===== src/rtl/core/ibc_pkg.sv =====
// Shared types, register indexes and reset values for the IMU bias calibrator.
package ibc_pkg;

    localparam int SAMPLE_W  = 16;
    localparam int NUM_AXES  = 6;
    localparam int NUM_ACCEL = 3;
    localparam int AXIS_ACCEL_Z = 2;

    typedef logic [SAMPLE_W-1:0] sample_t;
    typedef sample_t [NUM_AXES-1:0] axes_t;
    typedef sample_t [NUM_ACCEL-1:0] accel_t;

    typedef enum logic [1:0] {
        PH_SETTLE = 2'd0,
        PH_ACCUM  = 2'd1,
        PH_RUN    = 2'd2
    } phase_t;

    localparam int CFG_IDX_W  = 2;
    localparam int CFG_DATA_W = 16;

    localparam logic [CFG_IDX_W-1:0] REG_STILL_THRESHOLD = 2'd0;
    localparam logic [CFG_IDX_W-1:0] REG_GRAVITY_REF     = 2'd1;
    localparam logic [CFG_IDX_W-1:0] REG_SETTLE_SAMPLES  = 2'd2;

    localparam logic [15:0] RST_STILL_THRESHOLD = 16'd300;
    localparam logic [15:0] RST_GRAVITY_REF     = 16'd16384;
    localparam logic [7:0]  RST_SETTLE_SAMPLES  = 8'd100;

endpackage


===== src/rtl/core/ibc_const_div.sv =====
// Pipelined signed division of the six axis sums by a constant, truncating toward zero.
module ibc_const_div
#(
    parameter int DIVISOR = 100,
    parameter int SUM_W   = 26
)
(
    input  logic                                   clk,
    input  logic                                   rst_n,
    input  logic                                   start,
    input  logic [ibc_pkg::NUM_AXES-1:0][SUM_W-1:0] sums,
    output logic                                   busy,
    output logic                                   done,
    output ibc_pkg::axes_t                         quot
);

    // The magnitude is multiplied by floor(2^K / DIVISOR); with the magnitude below
    // 2^K the estimate is the true quotient or one short, which a remainder check fixes.
    localparam int CNT_W = $clog2(DIVISOR + 1);
    localparam int RW    = CNT_W + 1;
    localparam int K     = SUM_W;
    localparam int PW    = SUM_W + K + 1;
    localparam logic [K:0]    RECIP  = (K + 1)'((64'd1 << K) / DIVISOR);
    localparam logic [RW-1:0] DIV_RW = RW'(DIVISOR);

    logic v1_reg, v2_reg, v3_reg;

    logic [ibc_pkg::NUM_AXES-1:0]             neg1_reg, neg2_reg, neg3_reg;
    logic [ibc_pkg::NUM_AXES-1:0][SUM_W-1:0]  mag1_reg, mag2_reg;
    logic [ibc_pkg::NUM_AXES-1:0][SUM_W-1:0]  qest2_reg;
    logic [ibc_pkg::NUM_AXES-1:0][15:0]       q3_reg;
    logic [ibc_pkg::NUM_AXES-1:0][RW-1:0]     rem3_reg;

    logic [ibc_pkg::NUM_AXES-1:0][SUM_W-1:0]  mag1_next;
    logic [ibc_pkg::NUM_AXES-1:0][PW-1:0]     prod;
    logic [ibc_pkg::NUM_AXES-1:0][2*RW-1:0]   qd;
    logic [ibc_pkg::NUM_AXES-1:0][15:0]       qf;

    always_comb
    begin
        for (int i = 0; i < ibc_pkg::NUM_AXES; i++)
        begin
            mag1_next[i] = sums[i][SUM_W-1] ? SUM_W'(-sums[i]) : sums[i];
            prod[i]      = PW'(mag1_reg[i]) * PW'(RECIP);
            qd[i]        = (2*RW)'(qest2_reg[i][RW-1:0]) * (2*RW)'(DIV_RW);
            qf[i]        = q3_reg[i] + ((rem3_reg[i] >= DIV_RW) ? 16'd1 : 16'd0);
            quot[i]      = neg3_reg[i] ? 16'(-qf[i]) : qf[i];
        end
    end

    always_ff @(posedge clk or negedge rst_n)
    begin
        if (!rst_n)
        begin
            v1_reg <= 1'b0;
            v2_reg <= 1'b0;
            v3_reg <= 1'b0;
        end
        else
        begin
            v1_reg <= start;
            v2_reg <= v1_reg;
            v3_reg <= v2_reg;
        end
    end

    always_ff @(posedge clk)
    begin
        for (int i = 0; i < ibc_pkg::NUM_AXES; i++)
        begin
            neg1_reg[i]  <= sums[i][SUM_W-1];
            mag1_reg[i]  <= mag1_next[i];
            neg2_reg[i]  <= neg1_reg[i];
            mag2_reg[i]  <= mag1_reg[i];
            qest2_reg[i] <= prod[i][K +: SUM_W];
            neg3_reg[i]  <= neg2_reg[i];
            q3_reg[i]    <= qest2_reg[i][15:0];
            rem3_reg[i]  <= mag2_reg[i][RW-1:0] - qd[i][RW-1:0];
        end
    end

    assign busy = start | v1_reg | v2_reg | v3_reg;
    assign done = v3_reg;

endmodule


===== config.mk =====
export PLATFORM = sky130hd
export DESIGN_NAME = ibc_const_div
export DESIGN_NICKNAME = d
export VERILOG_FILES = /design/src/rtl/core/ibc_pkg.sv /design/src/rtl/core/ibc_const_div.sv
export SDC_FILE = /design/constraint.sdc
export NUM_CORES = 2
export LEC_CHECK = 0
export ABC_AREA = 1
export BUFFER_PORTS_ARGS = -buffer_cell sky130_fd_sc_hd__buf_2
export CORE_UTILIZATION = 65
export DETAILED_ROUTE_END_ITERATION = 10
export PLACE_DENSITY = 0.8
export REMOVE_ABC_BUFFERS = 1
export SLEW_MARGIN = 20
export SYNTH_ARGS = -nofsm -noshare
export SYNTH_HDL_FRONTEND = slang
export SYNTH_SLANG_ARGS = --single-unit

===== constraint.sdc =====
create_clock -name clk -period 5.3 [get_ports clk]
set_input_delay 1.325 -clock clk [delete_from_list [all_inputs] [get_ports clk]]
set_output_delay 1.325 -clock clk [all_outputs]
set_load 0.02 [all_outputs]

==> flow_summary.json <==
{
  "status": "completed",
  "min_period_over_period_pct": 96.5,
  "worst_r2r_endpoint": "qest2_reg[61]",
  "final_nets": 11430,
  "ioPinCount": 257,
  "async_flop_share_pct": 0.680,
  "tightestPinTransition_ns": 0.671,
  "r2r_setup_slack_ns": 0.19,
  "synth-main-ff-cell": "dfxtp_1",
  "worstRegToRegCells": 20,
  "fin_crit_ns": 5.11,
  "first_global_vias": 59054,
  "ys_ff_latch": 441,
  "synthSimpleGateAreaFrac_pct": 14.8,
  "chipHeight_um": 332,
  "row_count": 120,
  "worstSetupStartpointType": "flip-flop",
  "cts-root-buf": "clkbuf_16",
  "endpoint": "qest2_reg[61]",
  "first_pass_iters": 6,
  "synth_compound_area_share_pct": 5.00,
  "crit_fanout": 5,
  "synth_cells": 8630,
  "finalWirelength_um": 171000,
  "r2r-start": "mag1_reg[66]",
  "die_w_um": 332,
  "vias": 55409,
  "max_clock_freq_ghz": 0.196,
  "startpoint": "mag1_reg[66]",
  "setup_violations": 0,
  "synthAdderAreaFrac_pct": 50.6,
  "grt_pass1_wl_um": 285000,
  "cp.required_ns": 5.86,
  "criticalPathCategory": "reg -> reg",
  "register_area_sq_um": 8970,
  "synth_top_family_by_area": "adder cells",
  "synthXorXnorAreaFrac_pct": 3.72,
  "numPortBuffers": 256,
  "area_growth_pct": 8.65,
  "route.detailed.drc": 0,
  "syn-cell-area_sq_um": 70800,
  "design.core.area_sq_um": 108000,
  "layout-drive-gt1-share_pct": 7.59,
  "clockBufferDepth": 3,
  "cap_violations": 0,
  "hold_depth": 0,
  "overflow": 0,
  "dieArea_sq_um": 110000,
  "synth-edff-count": 0,
  "use_met2_pct": 54.7,
  "hold_buffers": 0,
  "tritoncts": "yes",
  "grt_busiest_layer": "met2",
  "hold_path_class": "reg -> reg",
  "avgSynthCellArea_sq_um": 8.21,
  "fillers": 8371,
  "largest_register_ffs": 156,
  "antenna_found_initial": 13,
  "whs_ns": 0.322,
  "grt_max_degree": 26,
  "clk_latency_ns": 0.67,
  "hold_start": "qest2_reg[111]",
  "yosysUniqueCellTypes": 42,
  "grtUsageTotal_pct": 31.9,
  "endpoint_kind": "flip-flop",
  "grt_use_met3_pct": 5.00,
  "final_cell_count_no_fill": 10506,
  "drtIter0Drc": 3183,
  "fin_tns_setup_ns": 0,
  "yosysWarnings": 0,
  "cp.arrival_ns": 5.67,
  "wl_per_cell_um": 16.2,
  "cts.reportedPaths.clkPinSlew_ns": 0.06,
  "finalHoldViolCount": 0,
  "h-tree-depth": 2,
  "synthMuxAreaShare_pct": 0,
  "gp_congestion": 0.973,
  "start_util_pct": 65.9,
  "detail-route-antenna-nets": 0,
  "skew_ns": 0.0333,
  "placed_cells": 10398,
  "gr-usage-met1_pct": 42.2,
  "multi_input_area_sq_um": 52700,
  "yosysSeqAreaShare_pct": 12.5,
  "cts.sinks": 441,
  "rsz0062_at_grt": "yes",
  "viasPerCell": 5.27,
  "dp_hpwl_um": 150000,
  "cts_buffers": 53,
  "post-route-util_pct": 71.6,
  "relSlewSlack_pct": 55.2,
  "slew_violations": 0
}
timing repair:
action	4_1_cts	5_1_grt
setup endpoints to repair	8	84
setup buffers	0	1
gates resized for setup	7	152
pin swaps	0	5
placed cells by master, fill, tap and decap left out, drive strengths merged:
| cell type | instances |
|---|---|
| a31oi | 13 |
| nor3b | 1 |
| clkinvlp | 8 |
| inv | 2508 |
| or2 | 17 |
| nand4 | 92 |
| nand3 | 302 |
| and3 | 4 |
| fa | 1074 |
| clkinv | 15 |
| diode | 9 |
| or4 | 1 |
| nor4 | 24 |
| xor2 | 195 |
| o21ai | 243 |
| dfrtp | 3 |
| ha | 1146 |
| nor3 | 81 |
| o21bai | 33 |
| o21a | 22 |
| xnor2 | 106 |
| nor2 | 562 |
| a21oi | 296 |
| bufinv | 4 |
| a21o | 24 |
| clkbuf | 65 |
| o31ai | 7 |
| o211ai | 4 |
| nand3b | 34 |
| dfxtp | 438 |
| o2111ai | 1 |
| buf | 394 |
| a21boi | 6 |
| nand2 | 1367 |
| and2 | 4 |
layer usage:
| layer | share of wire [%] | vias up | routed length (um) |
|---|---|---|---|
| li1 | - | 26903 | - |
| met1 | 44 | 26689 | 75100 |
| met2 | 47 | 1520 | 80400 |
| met3 | 6.5 | 291 | 11000 |
| met4 | 2.4 | 6 | 4090 |
| met5 | 0.017 | - | 29 |
logic make-up (layout without fill, tap and decap cells):
logic type	Yosys count	count (layout)
AOI/OAI and AO/OA	649	649
xor gates and xnor gates	301	301
adders and majority gates	2220	2220
buffers and inverters	2530	2994
DFF	441	441
other	0	9
and+or+nand+nor	2489	2489
per-stage QoR:
stage / cell area [sq um] / setup slack (ns)
2_1_floorplan: 70700 / 0.564
3_3_place_gp: 74800 / 0.0546
3_5_place_dp: 74800 / -0.0395
4_1_cts: 76600 / 0.000844
5_1_grt: 77000 / -0.0222
6_report: 77000 / 0.188
how the worst min path moves through the flow:
| stage | to | slack (ns) |
|---|---|---|
| floorplan | neg2_reg[0] | 0.31 |
| global placement | neg2_reg[3] | 0.31 |
| detailed placement | q3_reg[62] | 0.31 |
| CTS | q3_reg[78] | 0.32 |
| global route | q3_reg[78] | 0.32 |
| finish | q3_reg[71] | 0.32 |
Yosys cell counts (all sizes together), types with 3 or more instances:
| cell type | number | area share (%) |
|---|---|---|
| fa | 1074 | 30 |
| o31ai | 7 | 0.074 |
| nor3 | 81 | 0.59 |
| a21o | 24 | 0.25 |
| nand3 | 302 | 2.1 |
| nand3b | 34 | 0.36 |
| nand2 | 1367 | 7.3 |
| buf | 3 | 0.032 |
| nor2 | 562 | 3.1 |
| o211ai | 4 | 0.042 |
| xor2 | 195 | 2.4 |
| or2 | 17 | 0.15 |
| xnor2 | 106 | 1.3 |
| o21a | 22 | 0.23 |
| a21boi | 6 | 0.064 |
| clkbuf | 25 | 0.13 |
| and3 | 4 | 0.035 |
| nor4 | 24 | 0.21 |
| dfxtp | 438 | 12 |
| inv | 2501 | 13 |
| o21bai | 33 | 0.35 |
| dfrtp | 3 | 0.11 |
| o21ai | 243 | 1.8 |
| a31oi | 13 | 0.11 |
| a21oi | 296 | 2.1 |
| and2 | 4 | 0.035 |
| ha | 1146 | 20 |
| nand4 | 92 | 0.81 |
final cells by class:
type	count	share of cell area (%)
diodes	9	0.0293
clock buffers	65	1.87
clock inverters	33	0.488
inverters	2502	12.2
multi-input cells	5659	68.4
flip-flops and latches	441	11.6
well taps	1403	2.28
repair buffers	394	3.03
worst max-delay path: stages (launching register included):
cell,delay (ns)
dfxtp_2,0.37
buf_4,0.18
ha_1,0.31
inv_1,0.07
fa_1,0.49
inv_1,0.06
fa_1,0.49
fa_1,0.50
fa_1,0.50
inv_1,0.05
fa_1,0.48
inv_1,0.05
ha_1,0.33
a21oi_1,0.24
o21ai_0,0.18
a21oi_1,0.21
nor2_1,0.06
nor3_1,0.22
nand2_1,0.09
nand2_1,0.06
nand2_1,0.04
Power is not shown: default switching activity piles up to over one toggle a cycle in this logic, so the estimate is an artifact.
