**src/rtl/core/ibc_pkg.sv**
```systemverilog
// Shared types, register indexes and reset values for the IMU bias calibrator.
package ibc_pkg;

    localparam int SAMPLE_W  = 16;
    localparam int NUM_AXES  = 6;
    localparam int NUM_ACCEL = 3;
    localparam int AXIS_ACCEL_Z = 2;

    typedef logic [SAMPLE_W-1:0] sample_t;
    typedef sample_t [NUM_AXES-1:0] axes_t;
    typedef sample_t [NUM_ACCEL-1:0] accel_t;

    typedef enum logic [1:0] {
        PH_SETTLE = 2'd0,
        PH_ACCUM  = 2'd1,
        PH_RUN    = 2'd2
    } phase_t;

    localparam int CFG_IDX_W  = 2;
    localparam int CFG_DATA_W = 16;

    localparam logic [CFG_IDX_W-1:0] REG_STILL_THRESHOLD = 2'd0;
    localparam logic [CFG_IDX_W-1:0] REG_GRAVITY_REF     = 2'd1;
    localparam logic [CFG_IDX_W-1:0] REG_SETTLE_SAMPLES  = 2'd2;

    localparam logic [15:0] RST_STILL_THRESHOLD = 16'd300;
    localparam logic [15:0] RST_GRAVITY_REF     = 16'd16384;
    localparam logic [7:0]  RST_SETTLE_SAMPLES  = 8'd100;

endpackage

```
**src/rtl/core/ibc_still_detect.sv**
```systemverilog
// Stillness test: every accel axis changed by strictly less than the threshold.
module ibc_still_detect
(
    input  ibc_pkg::accel_t current,
    input  ibc_pkg::accel_t previous,
    input  logic [15:0]     threshold,
    output logic            still
);

    logic [ibc_pkg::NUM_ACCEL-1:0] below;
    logic signed [16:0] diff [ibc_pkg::NUM_ACCEL];
    logic [16:0]        mag  [ibc_pkg::NUM_ACCEL];

    always_comb
    begin
        for (int i = 0; i < ibc_pkg::NUM_ACCEL; i++)
        begin
            diff[i]  = $signed({current[i][15], current[i]})
                     - $signed({previous[i][15], previous[i]});
            mag[i]   = diff[i][16] ? 17'(-diff[i]) : 17'(diff[i]);
            below[i] = mag[i] < {1'b0, threshold};
        end
    end

    assign still = &below;

endmodule

```
**config.mk**
```make
export PLATFORM = sky130hd
export DESIGN_NAME = ibc_still_detect
export DESIGN_NICKNAME = d
export VERILOG_FILES = /design/src/rtl/core/ibc_pkg.sv /design/src/rtl/core/ibc_still_detect.sv
export SDC_FILE = /design/constraint.sdc
export NUM_CORES = 1
export LEC_CHECK = 0
export BUFFER_PORTS_ARGS = -buffer_cell sky130_fd_sc_hd__clkbuf_2
export CORE_AREA = 2 2 142 75
export DETAILED_ROUTE_END_ITERATION = 10
export DIE_AREA = 0 0 144 77
export GPL_TIMING_DRIVEN = 0
export PLACE_DENSITY = 0.73
export REMOVE_ABC_BUFFERS = 1
export SLEW_MARGIN = 20
export SYNTH_ARGS = -nofsm -noshare
export SYNTH_HDL_FRONTEND = slang
export SYNTH_SLANG_ARGS = --single-unit
```
**constraint.sdc**
```tcl
create_clock -name vclk -period 6.66
set_input_delay 0.999 -clock vclk [all_inputs]
set_output_delay 0.999 -clock vclk [all_outputs]
set_load 0.005 [all_outputs]
```
==> flow_summary.json, run 1 <==
{
  "dieArea_um2": 11100,
  "hold_ws_ps": 2750,
  "seq_power_share_pct": 0,
  "die_y_um": 77,
  "syn_inst": 655,
  "drt_wl_total_um": 13000,
  "powerDensity_nw_per_um2": 143,
  "num-fill-cells": 926,
  "pin_count": 113,
  "grtUsageTotal_pct": 22.0,
  "place_inst": 895,
  "max-vdd-ir-drop_v": 0.0000446,
  "yosysWarnings": 0,
  "fp-row-count": 26,
  "worst_slack_ps": -35.6,
  "grt_max_degree": 13,
  "dr.pass1.iters": 5,
  "p_switching_w": 0.000448,
  "whs_path_depth": 5,
  "grt_overflow": 0,
  "core_area_um2": 9860,
  "finalHoldViolCount": 0,
  "yosysSeqAreaShare_pct": 0,
  "tightestPinTransition_ps": 749,
  "drt_iter0_drc": 318,
  "hpwl_um": 11000,
  "clock_buffers": 0,
  "min_period_ps": 6700,
  "seq_cells": 0,
  "total_power_w": 0.000808,
  "antenna_found_initial": 0,
  "port_buffers": 113,
  "drc_errors": 0,
  "holdPathEnd": "still",
  "start_util_pct": 47.6,
  "maxCapViolations": 0,
  "place_congestion": 0.927,
  "syn-cell-area_um2": 4690,
  "worstHoldStart": "current[30]",
  "final_util_pct": 57.3,
  "finalSetupViolations": 1,
  "dieWidth_um": 144,
  "ant_nets": 0,
  "pre_cts_ws_ps": -395,
  "synth.avg_cell_area_um2": 7.16,
  "fmax_mhz": 149,
  "p_int_w": 0.000360,
  "violations": "negative setup slack",
  "startpoint": "previous[36]",
  "area_delta_synth_final_pct": 20.4,
  "slew_violations": 0,
  "via_per_inst": 5.72,
  "p_leak_nw": 2.77,
  "fin_crit_sh_pct": 101,
  "worstPathMaxFanout": 8,
  "drive_above_1_share_pct": 23.4,
  "first_global_vias": 4727,
  "synth.distinct_cells": 79,
  "status": "finished with violations",
  "layout.nets": 977,
  "required_ps": 5660,
  "wl_per_cell_um": 14.4,
  "regArea_um2": 0,
  "start_kind": "primary input",
  "maxSlewHeadroom_pct": 48.8,
  "rsz0062_at_grt": "yes",
  "grt_pass1_wl_um": 20900,
  "crit_path_end_kind": "output port",
  "sw_frac_of_total_pct": 55.4,
  "fin_cells": 904,
  "crit_type": "primary input to output port",
  "hold_path.class": "primary input to output port",
  "multiInputGateArea_um2": 4490,
  "clockPowerShare_pct": 0,
  "antenna-diode-count": 0,
  "combPwrFrac_pct": 100.0,
  "worst-endpoint-arrival_ps": 5700,
  "vias": 5171
}
[layer usage]
metal	vias up	track usage, %	part of all wire, %
li1	2600	-	-
met1	2348	31.7	49
met2	201	36.5	43
met3	22	1.69	6.7
met4	0	2.94	1.2
met5	-	0	0
[repair_timing]
item,CTS,global route
pin swaps,12,12
buffers inserted,9,0
setup endpoints to repair,1,1
gates resized for setup,15,27
hold buffers,0,0
hold endpoints to repair,0,0
[cells by family after synthesis]
logic type               share of synthesized area, %
buffers and inverters                            8.54
adder cells (fa/ha/maj)                          26.9
AO/OA/AOI/OAI                                    27.5
AND/OR/NAND/NOR                                  22.7
multiplexers                                    0.427
XOR/XNOR                                         14.0
[power groups by stage]
stage          clock (W)  combinational, W  sequential [W]
2_1_floorplan          0          0.000556               0
3_3_place_gp           0          0.000693               0
4_1_cts                0          0.000774               0
3_5_place_dp           0          0.000732               0
6_report               0          0.000808               0
5_1_grt                0          0.000899               0
[placed cells by master (no fill, tap or decap), types with 6 or more instances in the layout]
master	n
a211oi_1	6
a21o_1	8
a21oi_1	37
a21oi_2	6
a31oi_1	7
and3_1	8
buf_4	9
clkbuf_2	111
ha_1	94
inv_1	88
nand2_1	43
nand2b_1	6
nand3_1	19
nand4_1	6
nor2_1	44
nor2b_1	10
nor3_1	15
nor4_1	7
o211ai_1	7
o21a_1	15
o21ai_0	23
xnor2_1	45
xor2_1	23
[worst max-delay path by stage]
stage | slack [ps] | to
floorplan | 500 | still
global placement | -280 | still
detailed placement | -390 | still
CTS | 10 | still
global route | -200 | still
finish | -40 | still
[critical path, cell delays in order]
cell	delay, ps
clkbuf_2	80
inv_1	30
ha_1	390
or4_1	570
o21ai_2	110
a21oi_2	80
xnor2_1	230
or4b_4	590
nor4_4	390
a21oi_2	110
xnor2_1	260
ha_1	300
a21oi_1	170
o21ai_1	100
or3_1	360
o31a_1	260
nor3_2	140
o211ai_1	210
a21oi_2	180
buf_2	140
[layout make-up]
type,count,area share [%]
multi-input cells,552,79.6
repair buffers,122,11.3
well taps,140,3.10
inverters,90,5.98
[stage by stage]
step | cell area, µm² | TNS [ps]
global route | 5650 | -198
detailed placement | 5370 | -395
finish | 5650 | -35.6
CTS | 5520 | 0
global placement | 5370 | -281
floorplan | 4630 | 0
[synth_stat cells (5+ instances only)]
library cell / n / share of area [%]
o31a_1: 5 / 0.93
nand4_1: 6 / 0.80
a211oi_1: 8 / 1.3
o22ai_1: 5 / 0.67
nand2b_1: 6 / 0.80
a21boi_0: 5 / 0.80
a21oi_1: 42 / 4.5
o211ai_1: 7 / 1.1
clkbuf_1: 7 / 0.56
and3_1: 8 / 1.1
o21ai_0: 25 / 2.7
a21o_1: 8 / 1.3
ha_1: 96 / 26
nor2_1: 44 / 3.5
inv_1: 89 / 7.1
o21a_1: 15 / 2.4
o2111ai_1: 5 / 0.93
nor4_1: 7 / 0.93
nand3_1: 19 / 2.0
xnor2_1: 50 / 9.3
nand2_1: 43 / 3.4
nor2b_1: 10 / 1.3
xor2_1: 25 / 4.7
buf_2: 5 / 0.53
a31oi_1: 7 / 0.93
nor3_1: 19 / 2.0
No activity file was read; power rests on OpenSTA's default activity.
==> inputs of run 2 (changes only) <==
--- a/config.mk
+++ b/config.mk
@@ -11,5 +11,5 @@
 export DIE_AREA = 0 0 144 77
 export GPL_TIMING_DRIVEN = 0
-export PLACE_DENSITY = 0.73
+export PLACE_DENSITY_LB_ADDON = 0.05
 export REMOVE_ABC_BUFFERS = 1
 export SLEW_MARGIN = 20
==> constraint.sdc (replaced) <==
create_clock -name vclk -period 6.66
set_input_delay 0.999 -clock vclk [all_inputs]
set_output_delay 0.999 -clock vclk [all_outputs]
set_load 0.01 [all_outputs]
==> flow_summary.json, run 2 (synthesis gave the netlist of run 1 again) <==
{
  "drt_iter0_drc": 262,
  "hold_ws_ps": 2840,
  "drc_errors": 0,
  "fin_cells": 906,
  "status": "complete, no violations",
  "fp-row-count": 26,
  "finalSetupViolations": 0,
  "required_ps": 5660,
  "seq_cells": 0,
  "grt_overflow": 0,
  "clock_buffers": 0,
  "die_y_um": 77,
  "core_area_um2": 9860,
  "rsz0062_at_grt": "yes",
  "crit_path_top_delay_cell": "fa_2",
  "vias": 5040,
  "maxSlewHeadroom_pct": 59.2,
  "ctsHoldBuffers": 0,
  "clockPowerShare_pct": 0,
  "drive_above_1_share_pct": 23.5,
  "first_global_vias": 4539,
  "grtUsageTotal_pct": 22.3,
  "start_kind": "primary input",
  "worst-endpoint-arrival_ps": 5620,
  "maxCapViolations": 0,
  "layout_commonest_cell": "clkbuf_2",
  "fin_crit_sh_pct": 99.4,
  "fmax_mhz": 151,
  "worst_slack_ps": 39.8,
  "place_inst": 895,
  "wl_per_cell_um": 14.4,
  "max-vdd-ir-drop_v": 0.0000461,
  "final_cell_area_um2": 5640,
  "placed_area_um2": 5370,
  "dieWidth_um": 144,
  "crit_chain": "clkbuf_2 > inv_1 > ha_4 > fa_2 > nor2b_4 > o211ai_2 > a32oi_2 > buf_4 > a311o_1 > a211oi_2 > buf_4 > o32ai_2 > a41oi_2 > xor2_1 > ha_1 > a2111oi_4 > o21ai_1 > or3_1 > o31a_1 > nor3_2 > o211ai_1 > a21oi_1 > clkbuf_2",
  "worstHoldStart": "current[30]",
  "regArea_um2": 0,
  "final_util_pct": 57.3,
  "tightestPinTransition_ps": 605,
  "area_delta_synth_final_pct": 20.4,
  "p_int_w": 0.000360,
  "num-fill-cells": 972,
  "grt_max_degree": 13,
  "layout_common_cells": "clkbuf_2 (113), ha_1 (93), inv_1 (89)",
  "cp_slowest_stage_delay_ps": 370,
  "pre_cts_ws_ps": -301,
  "hpwl_um": 10900,
  "powerDensity_nw_per_um2": 143,
  "via_per_inst": 5.56,
  "dieArea_um2": 11100,
  "antenna_found_initial": 0,
  "p_leak_nw": 2.77,
  "ant_nets": 0,
  "worstPathMaxFanout": 3,
  "grt_pass1_wl_um": 20900,
  "p_switching_w": 0.000445,
  "slew_violations": 0,
  "drt_wl_total_um": 13100,
  "combPwrFrac_pct": 100.0,
  "start_util_pct": 47.6,
  "dr.pass1.iters": 5,
  "layout.nets": 979,
  "min_period_ps": 6620,
  "seq_power_share_pct": 0,
  "sw_frac_of_total_pct": 55.3,
  "place_congestion": 0.869,
  "startpoint": "current[16]",
  "antenna-diode-count": 0,
  "crit_path_end_kind": "output port",
  "pin_count": 113,
  "hold_path.class": "primary input to output port",
  "port_buffers": 113,
  "finalHoldViolCount": 0,
  "crit_type": "primary input to output port"
}
==> run 2: final cells by class <==
class,count,area [µm²],area share (%)
well taps,140,175,3.10
repair buffers,124,648,11.5
inverters,90,338,5.99
multi-input cells,552,4480,79.4
==> run 2: power by group through the flow <==
stage / clock network [W] / logic, W / registers [W]
after CTS: 0 / 0.000773 / 0
after floorplan: 0 / 0.000558 / 0
final: 0 / 0.000805 / 0
after global placement: 0 / 0.000703 / 0
after global routing: 0 / 0.000899 / 0
after detailed placement: 0 / 0.000730 / 0
==> run 2: worst paths after layout <==
path	slack, ps	to	cells past startpoint
worst max-delay path	40	still	23
worst min-delay path	2840	still	5
==> run 2: per-stage QoR <==
step / total power, W / setup TNS [ps]
2_1_floorplan: 0.000558 / 0
3_3_place_gp: 0.000703 / -280
3_5_place_dp: 0.000730 / -301
4_1_cts: 0.000773 / 0
5_1_grt: 0.000899 / -159
6_report: 0.000805 / 0
==> run 2: repair_timing <==
| item | CTS | global route |
|---|---|---|
| pin swaps | 12 | 12 |
| gates resized for setup | 19 | 19 |
| setup buffers | 10 | 1 |
| endpoints found under the setup margin | 1 | 1 |
==> run 2: layer usage <==
layer	track usage [%]	vias up	wire length [µm]
met1	35.5	2275	7000
met2	34.9	157	5390
met4	0.686	0	40
li1	-	2602	-
met5	0	-	0
met3	0.250	6	641
==> run 2: critical path, delay by kind of cell <==
| kind | cells | cell delay (ps) |
|---|---|---|
| buffers and inverters | 5 | 600 |
| XOR/XNOR | 1 | 200 |
| AND/OR/NAND/NOR | 3 | 620 |
| AO/OA/AOI/OAI | 11 | 2280 |
| adder cells (fa/ha/maj) | 3 | 900 |
